[config.mk]
export PLATFORM = sky130hd
export DESIGN_NAME = time_window_assigner_unit
export DESIGN_NICKNAME = d
export VERILOG_FILES = /design/src/hdl/twa_pkg.sv /design/src/hdl/twa_rem_unit.sv /design/src/hdl/time_window_assigner_unit.sv
export SDC_FILE = /design/constraint.sdc
export NUM_CORES = 1
export LEC_CHECK = 0
export ABC_AREA = 1
export BUFFER_PORTS_ARGS = -buffer_cell sky130_fd_sc_hd__clkbuf_2
export CORE_UTILIZATION = 39
export CTS_CLUSTER_DIAMETER = 150
export DETAILED_ROUTE_END_ITERATION = 7
export GPL_TIMING_DRIVEN = 0
export REMOVE_ABC_BUFFERS = 1
export SETUP_SLACK_MARGIN = 0.2
export SYNTH_ARGS = -nofsm -noshare
export SYNTH_HDL_FRONTEND = slang
export SYNTH_SLANG_ARGS = --single-unit
[constraint.sdc]
create_clock -name clk -period 9.43 [get_ports clk]
set_input_delay 0.4715 -clock clk [delete_from_list [all_inputs] [get_ports clk]]
set_output_delay 0.4715 -clock clk [all_outputs]
set_load 0.1 [all_outputs]
[src/hdl/twa_pkg.sv]
package twa_pkg;

    localparam int TIME_BITS = 31;
    localparam int WIN_BITS  = 32;
    localparam int CNT_BITS  = $clog2(TIME_BITS);

    localparam logic REG_WINDOW_SIZE = 1'b0;
    localparam logic REG_SLIDE_SIZE  = 1'b1;

    typedef enum logic [2:0] {
        ST_IDLE,
        ST_DIV_TS,
        ST_DIV_PH,
        ST_DIV_CW,
        ST_FINISH
    } twa_state_t;

    typedef struct packed {
        logic                 start;
        logic [TIME_BITS-1:0] dividend;
        logic [TIME_BITS-1:0] divisor;
    } div_req_t;

    typedef struct packed {
        logic busy;
        logic done;
    } div_stat_t;

endpackage

[src/hdl/twa_rem_unit.sv]
module twa_rem_unit
    import twa_pkg::*;
(
    input  logic                 clk,
    input  logic                 rst_n,
    input  div_req_t             req,
    output div_stat_t            stat,
    output logic [TIME_BITS-1:0] rem
);

    logic [TIME_BITS-1:0] rem_reg, rem_next;
    logic [TIME_BITS-1:0] dvd_reg, dvd_next;
    logic [TIME_BITS-1:0] dsr_reg, dsr_next;
    logic [CNT_BITS-1:0]  cnt_reg, cnt_next;
    logic                 busy_reg, busy_next;
    logic                 done_reg, done_next;

    logic [TIME_BITS:0]   partial;
    logic                 ge;

    // restoring step: shift in the next dividend bit, subtract if it fits
    assign partial = {rem_reg, dvd_reg[TIME_BITS-1]};
    assign ge      = partial >= {1'b0, dsr_reg};

    always_comb
    begin
        rem_next  = rem_reg;
        dvd_next  = dvd_reg;
        dsr_next  = dsr_reg;
        cnt_next  = cnt_reg;
        busy_next = busy_reg;
        done_next = 1'b0;
        if (req.start)
        begin
            rem_next  = '0;
            dvd_next  = req.dividend;
            dsr_next  = req.divisor;
            cnt_next  = CNT_BITS'(TIME_BITS - 1);
            busy_next = 1'b1;
        end
        else if (busy_reg)
        begin
            rem_next = ge ? TIME_BITS'(partial - {1'b0, dsr_reg}) : partial[TIME_BITS-1:0];
            dvd_next = {dvd_reg[TIME_BITS-2:0], 1'b0};
            if (cnt_reg == '0)
            begin
                busy_next = 1'b0;
                done_next = 1'b1;
            end
            else
            begin
                cnt_next = cnt_reg - 1'b1;
            end
        end
    end

    always_ff @(posedge clk or negedge rst_n)
    begin
        if (!rst_n)
        begin
            busy_reg <= 1'b0;
            done_reg <= 1'b0;
            cnt_reg  <= '0;
        end
        else
        begin
            busy_reg <= busy_next;
            done_reg <= done_next;
            cnt_reg  <= cnt_next;
        end
    end

    always_ff @(posedge clk)
    begin
        rem_reg <= rem_next;
        dvd_reg <= dvd_next;
        dsr_reg <= dsr_next;
    end

    assign stat.busy = busy_reg;
    assign stat.done = done_reg;
    assign rem       = rem_reg;

endmodule

[src/hdl/time_window_assigner_unit.sv]
// channel   dir  handshake               payload
// in        in   in_valid / in_ready     timestamp
// out       out  out_valid / out_ready   first_window, last_window, dropped,
//                                        window_opened, window_closed, closed_id
// cfg       in   cfg_we                  cfg_index, cfg_data
//
// each remainder by the slide size is one pass of the shared radix-2 unit (31 steps),
// one to three passes per item
// the result sits in an output register, so the next beat is taken while it waits
// reset clears the window state, sets the newest window id to all ones and both size registers to 1
module time_window_assigner_unit
    import twa_pkg::*;
(
    input  logic                        clk,
    input  logic                        rst_n,
    input  logic                        in_valid,
    output logic                        in_ready,
    input  logic [TIME_BITS-1:0]        timestamp,
    output logic                        out_valid,
    input  logic                        out_ready,
    output logic [TIME_BITS-1:0]        first_window,
    output logic signed [WIN_BITS-1:0]  last_window,
    output logic                        dropped,
    output logic                        window_opened,
    output logic                        window_closed,
    output logic [TIME_BITS-1:0]        closed_id,
    input  logic                        cfg_we,
    input  logic                        cfg_index,
    input  logic [TIME_BITS-1:0]        cfg_data
);

    twa_state_t           state_reg, state_next;
    logic [TIME_BITS-1:0] window_size_reg, slide_size_reg;

    logic [TIME_BITS-1:0] ts_reg, ts_next;
    logic                 first_reg, first_next;
    logic                 adv_reg, adv_next;
    logic [TIME_BITS-1:0] rem_ts_reg, rem_ts_next;
    logic [TIME_BITS-1:0] phase_eff_reg, phase_eff_next;
    logic                 cw_match_reg, cw_match_next;

    logic                 seen_reg, seen_next;
    logic [TIME_BITS-1:0] start_reg, start_next;
    logic [TIME_BITS-1:0] phase_reg, phase_next;
    logic [TIME_BITS-1:0] clock_reg, clock_next;
    logic [TIME_BITS-1:0] active_reg, active_next;
    logic [WIN_BITS-1:0]  newest_reg, newest_next;

    logic                 out_valid_reg, out_valid_next;
    logic [TIME_BITS-1:0] first_window_reg, first_window_next;
    logic [WIN_BITS-1:0]  last_window_reg, last_window_next;
    logic                 dropped_reg, dropped_next;
    logic                 opened_reg, opened_next;
    logic                 closed_reg, closed_next;
    logic [TIME_BITS-1:0] closed_id_reg, closed_id_next;

    div_req_t             div_req;
    div_stat_t            div_stat;
    logic [TIME_BITS-1:0] div_rem;

    logic [TIME_BITS-1:0] eff_slide;
    logic                 need_cw;
    logic [TIME_BITS-1:0] start_eff;
    logic                 fin_opened, fin_closed, fin_dropped;
    logic [TIME_BITS:0]   gap_off;
    logic [TIME_BITS-1:0] active_upd;
    logic [WIN_BITS-1:0]  newest_upd;

    twa_rem_unit u_rem (
        .clk   (clk),
        .rst_n (rst_n),
        .req   (div_req),
        .stat  (div_stat),
        .rem   (div_rem)
    );

    assign eff_slide = (slide_size_reg == '0) ? TIME_BITS'(1) : slide_size_reg;
    // a later close only when the shifted clock lands on the phase
    assign need_cw   = adv_reg && (active_reg != '0) && (ts_reg >= window_size_reg);
    assign start_eff = first_reg ? ts_reg : start_reg;

    assign fin_opened = adv_reg && (rem_ts_reg == phase_eff_reg);
    assign fin_closed = adv_reg && ((active_reg == '0)
                        ? ((ts_reg - start_eff) >= window_size_reg) : cw_match_reg);
    // offset of the record inside the slide, measured from the phase
    assign gap_off = (rem_ts_reg >= phase_eff_reg)
                     ? {1'b0, rem_ts_reg - phase_eff_reg}
                     : ({1'b0, rem_ts_reg} + {1'b0, eff_slide}) - {1'b0, phase_eff_reg};
    assign fin_dropped = (eff_slide > window_size_reg) && (gap_off >= {1'b0, window_size_reg});
    assign active_upd  = active_reg + TIME_BITS'(fin_closed);
    assign newest_upd  = newest_reg + WIN_BITS'(fin_opened);

    always_comb
    begin
        state_next        = state_reg;
        ts_next           = ts_reg;
        first_next        = first_reg;
        adv_next          = adv_reg;
        rem_ts_next       = rem_ts_reg;
        phase_eff_next    = phase_eff_reg;
        cw_match_next     = cw_match_reg;
        seen_next         = seen_reg;
        start_next        = start_reg;
        phase_next        = phase_reg;
        clock_next        = clock_reg;
        active_next       = active_reg;
        newest_next       = newest_reg;
        out_valid_next    = out_valid_reg && !out_ready;
        first_window_next = first_window_reg;
        last_window_next  = last_window_reg;
        dropped_next      = dropped_reg;
        opened_next       = opened_reg;
        closed_next       = closed_reg;
        closed_id_next    = closed_id_reg;
        div_req.start     = 1'b0;
        div_req.dividend  = timestamp;
        div_req.divisor   = eff_slide;

        unique case (state_reg)
            ST_IDLE:
            begin
                if (in_valid)
                begin
                    ts_next       = timestamp;
                    first_next    = !seen_reg;
                    adv_next      = !seen_reg || (clock_reg < timestamp);
                    cw_match_next = 1'b0;
                    div_req.start = 1'b1;
                    state_next    = ST_DIV_TS;
                end
            end
            ST_DIV_TS:
            begin
                if (div_stat.done)
                begin
                    rem_ts_next = div_rem;
                    if (first_reg)
                    begin
                        // first beat: phase is this remainder, no later close possible
                        phase_eff_next = div_rem;
                        state_next     = ST_FINISH;
                    end
                    else
                    begin
                        div_req.start    = 1'b1;
                        div_req.dividend = phase_reg;
                        state_next       = ST_DIV_PH;
                    end
                end
            end
            ST_DIV_PH:
            begin
                if (div_stat.done)
                begin
                    phase_eff_next = div_rem;
                    if (need_cw)
                    begin
                        div_req.start    = 1'b1;
                        div_req.dividend = ts_reg - window_size_reg;
                        state_next       = ST_DIV_CW;
                    end
                    else
                    begin
                        state_next = ST_FINISH;
                    end
                end
            end
            ST_DIV_CW:
            begin
                if (div_stat.done)
                begin
                    cw_match_next = (div_rem == phase_eff_reg);
                    state_next    = ST_FINISH;
                end
            end
            ST_FINISH:
            begin
                if (!out_valid_reg || out_ready)
                begin
                    seen_next = 1'b1;
                    if (first_reg)
                    begin
                        start_next = ts_reg;
                        phase_next = rem_ts_reg;
                    end
                    if (adv_reg)
                    begin
                        clock_next = ts_reg;
                    end
                    active_next       = active_upd;
                    newest_next       = newest_upd;
                    out_valid_next    = 1'b1;
                    first_window_next = fin_dropped ? '0 : active_upd;
                    last_window_next  = fin_dropped ? '0 : newest_upd;
                    dropped_next      = fin_dropped;
                    opened_next       = fin_opened;
                    closed_next       = fin_closed;
                    closed_id_next    = fin_closed ? active_reg : '0;
                    state_next        = ST_IDLE;
                end
            end
            default:
            begin
                state_next = ST_IDLE;
            end
        endcase
    end

    always_ff @(posedge clk or negedge rst_n)
    begin
        if (!rst_n)
        begin
            state_reg       <= ST_IDLE;
            window_size_reg <= TIME_BITS'(1);
            slide_size_reg  <= TIME_BITS'(1);
            seen_reg        <= 1'b0;
            start_reg       <= '0;
            phase_reg       <= '0;
            clock_reg       <= '0;
            active_reg      <= '0;
            newest_reg      <= '1;
            out_valid_reg   <= 1'b0;
        end
        else
        begin
            state_reg     <= state_next;
            seen_reg      <= seen_next;
            start_reg     <= start_next;
            phase_reg     <= phase_next;
            clock_reg     <= clock_next;
            active_reg    <= active_next;
            newest_reg    <= newest_next;
            out_valid_reg <= out_valid_next;
            if (cfg_we)
            begin
                unique case (cfg_index)
                    REG_WINDOW_SIZE: window_size_reg <= cfg_data;
                    REG_SLIDE_SIZE:  slide_size_reg  <= cfg_data;
                    default:         window_size_reg <= window_size_reg;
                endcase
            end
        end
    end

    always_ff @(posedge clk)
    begin
        ts_reg           <= ts_next;
        first_reg        <= first_next;
        adv_reg          <= adv_next;
        rem_ts_reg       <= rem_ts_next;
        phase_eff_reg    <= phase_eff_next;
        cw_match_reg     <= cw_match_next;
        first_window_reg <= first_window_next;
        last_window_reg  <= last_window_next;
        dropped_reg      <= dropped_next;
        opened_reg       <= opened_next;
        closed_reg       <= closed_next;
        closed_id_reg    <= closed_id_next;
    end

    assign in_ready      = (state_reg == ST_IDLE);
    assign out_valid     = out_valid_reg;
    assign first_window  = first_window_reg;
    assign last_window   = $signed(last_window_reg);
    assign dropped       = dropped_reg;
    assign window_opened = opened_reg;
    assign window_closed = closed_reg;
    assign closed_id     = closed_id_reg;

    a_idle_unit_free: assert property (@(posedge clk) disable iff (!rst_n)
        in_ready |-> !div_stat.busy)
        else $error("remainder unit busy while taking a beat");

    a_busy_after_accept: assert property (@(posedge clk) disable iff (!rst_n)
        (in_valid && in_ready) |=> !in_ready)
        else $error("beat taken while previous beat still in work");

    a_close_bumps_active: assert property (@(posedge clk) disable iff (!rst_n)
        (out_valid && window_closed && !dropped)
            |-> (first_window == TIME_BITS'(closed_id + 1'b1)))
        else $error("closed window id does not precede first window");

endmodule

## Word-level counts from Yosys, hierarchy flattened

Index checks and enable logic that the tools add are counted.

- Bits in registers: 516
- Input port bits: 68
- Output and inout bits: 99
- Word-level logic and storage cells: 128

- Add/sub/neg operators: 9
- $lt $le $gt $ge: 7
- Eq/ne operators: 13
- Mux-type cells: 40
- Bitwise operators: 1
- Reductions and logical operators: 30

Operator list:

| operator | number |
|---|---|
| 31-bit 2-to-1 mux | 8 |
| 32-bit 2-to-1 mux | 5 |
| 31-bit one-hot mux with 2 select lines | 2 |
| 31-bit subtractor | 4 |
| 31-bit >= comparator | 3 |
| 32-bit by 31-bit >= comparator with 1-bit output | 2 |
| 31-bit equality test | 2 |
| 31-bit zero test | 2 |
| 31-bit by 31-bit adder with 32-bit output | 1 |
| 32-bit by 1-bit adder with 32-bit output | 1 |
| 32-bit by 31-bit subtractor with 32-bit output | 1 |
| 31-bit by 1-bit adder with 31-bit output | 1 |
| 31-bit greater-than comparator | 1 |
| 31-bit < comparator | 1 |
| 31-bit nonzero test | 1 |
| 3-bit 2-to-1 mux | 7 |
| 5-bit 2-to-1 mux | 3 |
| 3-bit one-hot mux with 5 select lines | 1 |
| 1-bit 2-to-1 mux | 12 |
| 2-bit AND reduction | 6 |
| 3-bit AND reduction | 3 |
| 2-bit inequality test (second input constant) | 4 |
| 3-bit by 2-bit equality test with 1-bit output (second input constant) | 2 |
| 1-bit logical AND | 6 |
| 14 further kinds | 21 |

## Longest topological paths before layout

Gate-level depths: netlist of run 1.

- Word-level depth: 8
- Mapped depth: 41
- Mapped depth without buffers: 39

## Cells and area by module

A second synthesis of run 1 with hierarchy kept.

- Cells, all modules: 4,498
- Area total of the unflattened synthesis: 35,893.2 µm²

Modules (own cells, without submodules):

| module | instances | cells each | area an instance (µm²) | seq. area each (µm²) |
|---|---|---|---|---|
| time_window_assigner_unit | 1 | 3,526 | 29,110.4 | 11,418.5 |
| twa_rem_unit | 1 | 972 | 6,782.8 | 2,657.5 |

## Worst setup path before layout of run 1

OpenSTA, ideal clock, no wires.

- Kind: reg-to-reg
- Start: reg first_reg
- End: reg first_window_reg[30], in the netlist first_window[30] (data pin)
- Setup time: 0.141 ns
- Data arrival time: 5.730 ns
- Data required time: 9.289 ns
- Path slack: 3.559 ns
- Stages on the path, launching flop included: 40
- Path buffers: 3
- Period minus slack after synthesis: 5.871 ns
- Path through: edfxtp_1 > clkbuf_1 > clkbuf_1 > o21ai_0 > ha_1 > fa_1 > inv_1 > a21oi_1 > o21bai_1 > a31oi_1 > o21ai_0 > a21oi_1 > xnor2_1 > ha_1 > inv_1 > nor3_1 > nand2_1 > o211ai_1 > (+4 left out) > nand2_1 > clkbuf_1 > inv_1 > ha_1 > ha_1 > nand2_1 > nor2_4 > nand3_2 > nor2_4 > nand2_2 > nor3_4 > nand3_2 > nor2_2 > nand2_2 > nor3_2 > xor2_1 > inv_1 > a21oi_2

- Cells in the longest elaborated chain, start to end: 6

Ends and longest elaborated chain:

| item | RTL line | text |
|---|---|---|
| start, declared | time_window_assigner_unit.sv:36 | `logic first_reg, first_next;` |
| start signal, assigned | time_window_assigner_unit.sv:248 | `first_reg <= first_next;` |
| 31-bit 2-to-1 mux | -- |  |
| via start_eff[0] | time_window_assigner_unit.sv:63 | `logic [TIME_BITS-1:0] start_eff;` |
| 31-bit subtractor | time_window_assigner_unit.sv:84 | `? ((ts_reg - start_eff) >= window_size_reg) : cw_match_reg);` |
| 31-bit >= comparator | time_window_assigner_unit.sv:84 |  |
| 1-bit 2-to-1 mux | time_window_assigner_unit.sv:84 |  |
| 1-bit logical AND | time_window_assigner_unit.sv:83 | `assign fin_closed = adv_reg && ((active_reg == '0)` |
| via fin_closed | time_window_assigner_unit.sv:64 | `logic fin_opened, fin_closed, fin_dropped;` |
| 31-bit by 1-bit adder with 31-bit output | time_window_assigner_unit.sv:90 | `assign active_upd = active_reg + TIME_BITS'(fin_closed);` |
| end signal, assigned | time_window_assigner_unit.sv:253 | `first_window_reg <= first_window_next;` |
| end, declared | time_window_assigner_unit.sv:50 | `logic [TIME_BITS-1:0] first_window_reg, first_window_next;` |

The timed path passes the listed nets, and every way through them passes these cells.
A chain may end at the register's enable or synchronous reset.

## Worst setup path after layout of run 1

- Start: reg first_reg
- End: reg first_window_reg[28], in the netlist first_window[28] (data pin)

Same word-level chain as after synthesis.

==> impl_summary.txt, run 1 <==
----------------------------------------------------
[Outcome]
  Run status ... finished, final reports clean

[Power]
  Internal power ... 6490 µW
  Power density over cell area ... 298 nW/µm²
  Worst IR drop on VDD ... ~0.00028 V
  Sequential share of power ... 0.323
  Clock share of power ... 0.213
  Net switching fraction of the power ... 0.445
  Combinational fraction of design power ... 0.463
  Switching pwr ... about 5200 µW
  Leakage power summed over all cells ... ~0.018 µW

[Critical path]
  Buffers plus inverters on the worst setup path ... 6
  Critical Path Max Stage Delay ... 690 ps
  Critical Path Source Type ... flip-flop
  Slowest stage cell on the critical path ... sky130_fd_sc_hd__nand2_1
  Endpoint kind of the worst setup timing path ... flip-flop
  Critical path's top delay family ... simple AND/OR/NAND/NOR gates
  Cell type with the highest occurrence count on the critical path ... sky130_fd_sc_hd__inv_1
  Length in cells of the worst reg-to-reg path ... 33
  CP Max Fanout ... 32
  Crit path DAT ... 9080 ps
  Required time of the critical path ... 9910 ps
  Instance count on the critical path ... 33
  Worst Setup Path Type ... reg -> reg

[Timing]
  Transition time at the pin with the least slew margin ... roughly 1400 ps
  Total setup violations reported at the end of the flow ... 0
  Least setup slack across all paths after layout ... between 800 and 900 ps
  Hold Vio Cnt, Final ... 0
  Time the final worst path needs with I/O delays and setup ... 8600 ps
  Worst max-slew margin expressed relative to the limit ... 0.0662
  Highest attainable clock frequency ... 116 MHz
  Post-Route Setup TNS ... 0 ps
  Maximum clock skew at final layout ... 27.2 ps
  Unrepaired setup endpoints after global routing ... no
  Count of final max-slew check failures ... 0
  Final period utilization ... 0.912

[Detailed routing]
  Routed via count ... just under 30000
  Remaining antenna violation count ... 0
  Via density per instance ... 5.20
  Total detailed-routing wirelength ... about 110000 µm
  Final routed wire length divided by cell count ... 19.3 µm
  Initial DRC Count ... 2114
  Remaining routing DRC violations ... 0
  Count of TritonRoute iterations in the first routing pass ... 6

[Synthesis]
  Share of flip-flops with an asynchronous set or reset ... 0.446
  Sequential fraction of the synthesis area ... 0.405
  Post-synthesis cell count ... 4318
  Mean instance size in the synthesized netlist ... 8.05 µm²
  Yosys warns ... 0
  Flip-flop and latch count after synthesis ... 516
  Main flop type after synthesis ... sky130_fd_sc_hd__edfxtp_1
  Post-synth cell types ... 65
  Synthesized cell area ... 34800 µm²
  Number of flops mapped to enable cells by yosys ... roughly 260

[Clock tree]
  TritonCTS clock tree ... built
  Cell at the root of the clock tree ... sky130_fd_sc_hd__clkbuf_16
  Buffers from clock root to sink, at most ... 3
  PostCTS Resize Cnt ... 0
  Clock Pin Slew Worst Setup and Hold Paths ... 60 ps
  Clock network latency to the later pin of the worst-skew pair ... 660 ps
  Deepest level of the CTS H-tree ... 2
  Total clock buffers created by CTS ... 60
  TritonCTS sink count ... 516

[Floorplan]
  Total die area ... roughly 90000 µm²
  Cell Rows ... 109
  Die Ht ... between 300 and 400 µm
  Core region area ... approximately 88000 µm²
  Initial core utilization ... 0.393
  Die outline width ... approximately 300 µm
  Count of boundary I/O pins ... around 170

[Layout]
  Share of post-route cells with drive strength above 1 ... 0.0854
  P&R area growth vs syn ... 12.9%
  Layout net count ... 4822
  Number of diodes added for antenna fixing ... 0
  Filler cell count ... 8885

[Global route]
  Total Routing Usage GR ... 0.241
  Pin count of the biggest net entering global routing ... approximately 140
  Global-route wire length before repair ... 167000 µm
  GR Overflow Total ... 0
  Initial antenna violation count ... 0
  Via count of the first global-routing pass ... around 29000

[Hold path]
  Path type of the worst min-delay path ... in -> reg
  Worst hold stages ... 1

[Placed design]
  Gp weighted congestion ... 0.940
  Half-perimeter wire length of the detailed placement result ... approximately 86000 µm
  Pre-CTS worst setup slack ... 852 ps
  Quantity of I/O buffers inserted on ports ... 166

[Flow run]
  Count of maximum capacitance violations ... 0

----------------------------------------------------
stage by stage:
stage	hold slack [ps]	power [µW]	instance area (µm²)	util	std cells
5_1_grt	18.7	12600	39200	0.444	5652
3_5_place_dp	470	9190	37100	0.420	5533
3_3_place_gp	463	9090	36500	0.413	5511
4_1_cts	0.0422	11700	39200	0.444	5652
2_1_floorplan	176	7620	34200	-	4180
6_report	36.1	11700	39200	0.444	5652
Yosys cell counts, types with 81 or more instances:
cell,n,share of area
sky130_fd_sc_hd__dfrtp_1,196,0.14
sky130_fd_sc_hd__edfxtp_1,255,0.22
sky130_fd_sc_hd__xnor2_1,81,0.020
sky130_fd_sc_hd__a21oi_1,405,0.058
sky130_fd_sc_hd__inv_1,666,0.072
sky130_fd_sc_hd__nand2_1,860,0.093
sky130_fd_sc_hd__ha_1,284,0.10
sky130_fd_sc_hd__clkbuf_1,107,0.012
sky130_fd_sc_hd__nand3_1,99,0.014
sky130_fd_sc_hd__xor2_1,101,0.025
sky130_fd_sc_hd__nor2_1,295,0.032
sky130_fd_sc_hd__o21ai_0,462,0.067
layout by cell type (no fill, tap or decap), types with 31 or more instances in the layout:
cell type	n
sky130_fd_sc_hd__nand2_1	855
sky130_fd_sc_hd__inv_1	666
sky130_fd_sc_hd__o21ai_0	462
sky130_fd_sc_hd__a21oi_1	404
sky130_fd_sc_hd__nor2_1	292
sky130_fd_sc_hd__ha_1	284
sky130_fd_sc_hd__edfxtp_1	255
sky130_fd_sc_hd__dfrtp_1	196
sky130_fd_sc_hd__clkbuf_2	165
sky130_fd_sc_hd__xor2_1	101
sky130_fd_sc_hd__nand3_1	97
sky130_fd_sc_hd__xnor2_1	81
sky130_fd_sc_hd__nor3_1	62
sky130_fd_sc_hd__clkbuf_16	62
sky130_fd_sc_hd__nand4_1	60
sky130_fd_sc_hd__fa_1	35
sky130_fd_sc_hd__dfstp_2	34
sky130_fd_sc_hd__dfxtp_1	31
kinds of logic (layout without fill, tap and decap cells):
group                      Yosys count  after routing  synth area share
adders and majority gates          319            319             0.122
DFF                                516            516             0.405
buffers and inverters              808            977            0.0884
AOI/OAI and AO/OA                 1035           1035             0.161
and+or+nand+nor                   1455           1455             0.177
muxes                                3              3          0.000900
xor gates and xnor gates           182            182            0.0459
final timing paths:
path / start / end / slack [ps]
worst max register to register: first_reg / first_window[28] / 830
max in group asynchronous: rst_n / window_size_reg[19] / 7930
min in group asynchronous: rst_n / start_reg[4] / 480
worst min-delay path: timestamp[25] / ts_reg[25] / 40
worst max-delay path: first_reg / first_window[28] / 830
worst min register to register: start_reg[20] / start_reg[20] / 480
layer usage:
metal | vias up | GRT usage | part of all wire
li1 | 14700 | - | -
met1 | 13900 | 0.317 | 0.45
met2 | 653 | 0.417 | 0.49
met3 | 144 | 0.0229 | 0.037
met4 | 0 | 0.0700 | 0.029
met5 | - | 0 | 0
power by group through the flow:
stage               Combinational, µW  Sequential (µW)  Clock, µW
detailed placement               5390             3810          0
CTS                              5420             3770       2550
global route                     6110             3870       2630
finish                           5420             3780       2500
global placement                 5250             3850          0
floorplan                        3610             4010          0
cell type report:
type                       instances  area, µm²  share of cell area
timing repair buffer             193       1380              0.0352
tap                             1165       1460              0.0371
inverter                         670       2520              0.0642
clock buffer                      72       1600              0.0407
sequential                       516      14100               0.359
multi-input combinational       2994      17700               0.451
clock inverter                    42        509              0.0130
timing repair:
action                    in CTS  in global routing
hold buffers                   5                  0
setup buffers                  0                  0
hold endpoints to repair      84                  0
(Power assumes the default switching activity.)
==> inputs of run 2 (changes only) <==
CORE_UTILIZATION = 50   (was 39)
PLACE_DENSITY = 0.67   (was unset)
==> impl_summary.txt, run 2 (synthesis results as in run 1) <==
----------------------------------------------------
[Layout]
  Area occupied by multi-input gates ... 17700 µm²
  Layout net count ... 4816
  Most common library cell in the layout ignoring fill and taps ... sky130_fd_sc_hd__nand2_1
  Filler cell count ... 6504
  Most used cells in the layout excluding fill and tap cells ... sky130_fd_sc_hd__nand2_1, sky130_fd_sc_hd__inv_1, sky130_fd_sc_hd__o21ai_0
  Register Area ... 14100 µm²
  Finished Cell Area ... roughly 39000 µm²
  Share of post-route cells with drive strength above 1 ... 0.0831
  P&R area growth vs syn ... 11.3%

[Detailed routing]
  Final routed wire length divided by cell count ... 19.3 µm
  Remaining antenna violation count ... 0
  Remaining routing DRC violations ... 0
  Total detailed-routing wirelength ... 104000 µm
  Routed via count ... about 29000
  Via density per instance ... ~5.4
  Count of TritonRoute iterations in the first routing pass ... 6
  Initial DRC Count ... roughly 2200

[Power]
  Leakage power summed over all cells ... 0.0181 µW
  Power density over cell area ... 295 nW/µm²
  Total power ... 11400 µW
  Worst IR drop on VDD ... around 0.00034 V

[Critical path]
  Minimum setup slack among reg-to-reg paths ... 1170 ps
  Worst r2r src ... first_reg
  CP Max Fanout ... 34
  Critical Path Max Stage Delay ... 710 ps
  Endpoint kind of the worst setup timing path ... flip-flop
  Cell type with the highest occurrence count on the critical path ... sky130_fd_sc_hd__inv_1
  Worst Setup Path Type ... reg -> reg
  Required time of the critical path ... 9930 ps
  Origin of the worst setup path ... first_reg
  Critical Path Source Type ... flip-flop
  Slowest stage cell on the critical path ... sky130_fd_sc_hd__nand2_1
  Endpoint of the lowest-slack register-to-register path ... first_window[30]
  End point of the critical path ... first_window[30]
  Length in cells of the worst reg-to-reg path ... 34
  Crit path DAT ... about 8800 ps

[Floorplan]
  Cell Rows ... 96
  Initial core utilization ... 0.506
  Die outline width ... about 270 µm
  Core region area ... 68700 µm²
  Total die area ... about 71000 µm²
  Die Ht ... 266 µm
  Count of boundary I/O pins ... 167

[Global route]
  Total Routing Usage GR ... 0.295
  Pin count of the biggest net entering global routing ... 144
  Global-route wire length before repair ... 161000 µm
  Initial antenna violation count ... 2
  GR Overflow Total ... 0
  Via count of the first global-routing pass ... approximately 29000

[Clock tree]
  Cell at the root of the clock tree ... sky130_fd_sc_hd__clkbuf_16
  PostCTS Resize Cnt ... 0
  TritonCTS sink count ... 516
  Setup fix buffers added after clock tree synthesis ... 0
  Total clock buffers created by CTS ... 57
  Clock Pin Slew Worst Setup and Hold Paths ... around 70 ps
  Deepest level of the CTS H-tree ... 2
  Buffers from clock root to sink, at most ... 3
  Clock network latency to the later pin of the worst-skew pair ... 650 ps
  TritonCTS clock tree ... built

[Timing]
  Transition time at the pin with the least slew margin ... 1340 ps
  Maximum clock skew at final layout ... roughly 30 ps
  Highest attainable clock frequency ... approximately 120 MHz
  Time the final worst path needs with I/O delays and setup ... about 8300 ps
  Count of final max-slew check failures ... 0
  Hold Vio Cnt, Final ... 0
  Total setup violations reported at the end of the flow ... 0
  Unrepaired setup endpoints after global routing ... no
  Final period utilization ... 0.876
  Post-Route Setup TNS ... 0 ps
  Worst max-slew margin expressed relative to the limit ... 0.107

[Placed design]
  Gp weighted congestion ... around 0.96
  Quantity of I/O buffers inserted on ports ... approximately 170
  Half-perimeter wire length of the detailed placement result ... 82100 µm
  Placement Cell Area ... 36700 µm²

[Flow run]
  Count of maximum capacitance violations ... 0

[Outcome]
  Run status ... finished, final reports clean

[Hold path]
  Path type of the worst min-delay path ... in -> reg

----------------------------------------------------
[run 2: changes by cell type in the layout (fill, tap and decap cells not counted), sizes merged]
cell and delta:
buf -2, bufinv -5, clkbuf +7, clkinv -9
diode +1, dlygate4sd3 -1, inv +1
[run 2: stage by stage]
step / hold WS, ps / setup WS [ps] / utilization / instances
3_3_place_gp: 461 / -7370 / 0.527 / 5277
6_report: 40.1 / 1170 / 0.563 / 5410
5_1_grt: 21.3 / 525 / 0.563 / 5410
3_5_place_dp: 460 / 1220 / 0.534 / 5296
2_1_floorplan: 176 / -2180 / - / 4180
4_1_cts: 3.52 / 1120 / 0.563 / 5408
[run 2: worst min path at each step]
stage                        startpoint       endpoint  slack (ps)  cells past startpoint
final                      timestamp[2]      ts_reg[2]          40                      1
after global routing      timestamp[28]     ts_reg[28]          20                      1
after CTS                 timestamp[28]     ts_reg[28]           4                      1
after detailed placement          rst_n   clock_reg[3]         460                      1
after global placement    start_reg[11]  start_reg[11]         460                      2
after floorplan                   rst_n  active_reg[0]         180                      0
[run 2: critical path: cells and delay by family, from the launching register on]
family                     cells  cell delay [ps]
and+or+nand+nor               16             3320
DFF                            1              670
adders and majority gates      4             1190
AOI/OAI and AO/OA              7             1690
xor gates and xnor gates       2              330
buffers and inverters          5              860
[run 2: per-layer routing]
layer | vias up | GRT usage | routed length, µm
li1 | 14600 | - | -
met5 | - | 0 | 18
met2 | 663 | 0.498 | 49600
met1 | 14000 | 0.401 | 46500
met3 | 140 | 0.0250 | 4620
met4 | 2 | 0.0980 | 3440
[run 2: what timing repair did]
| action | CTS | global route |
|---|---|---|
| endpoints found under the setup margin | 0 | 0 |
| endpoints found under the hold margin | 49 | 0 |
| hold buffers | 4 | 0 |
[run 2: where the power goes]
group	switching (µW)	total, µW	internal [µW]	leakage (µW)
sequential	577	3770	3200	0.00546
clock	989	2290	1300	0.000926
combinational	3530	5360	1830	0.0117
[run 2: area by class of cell]
type	instances	area share
flip-flops and latches	516	0.364
clock inverters	29	0.00831
well taps	931	0.0301
inverters	670	0.0651
clock buffers	79	0.0411
diodes	1	0.0000647
multi-input cells	2994	0.457
repair buffers	190	0.0341
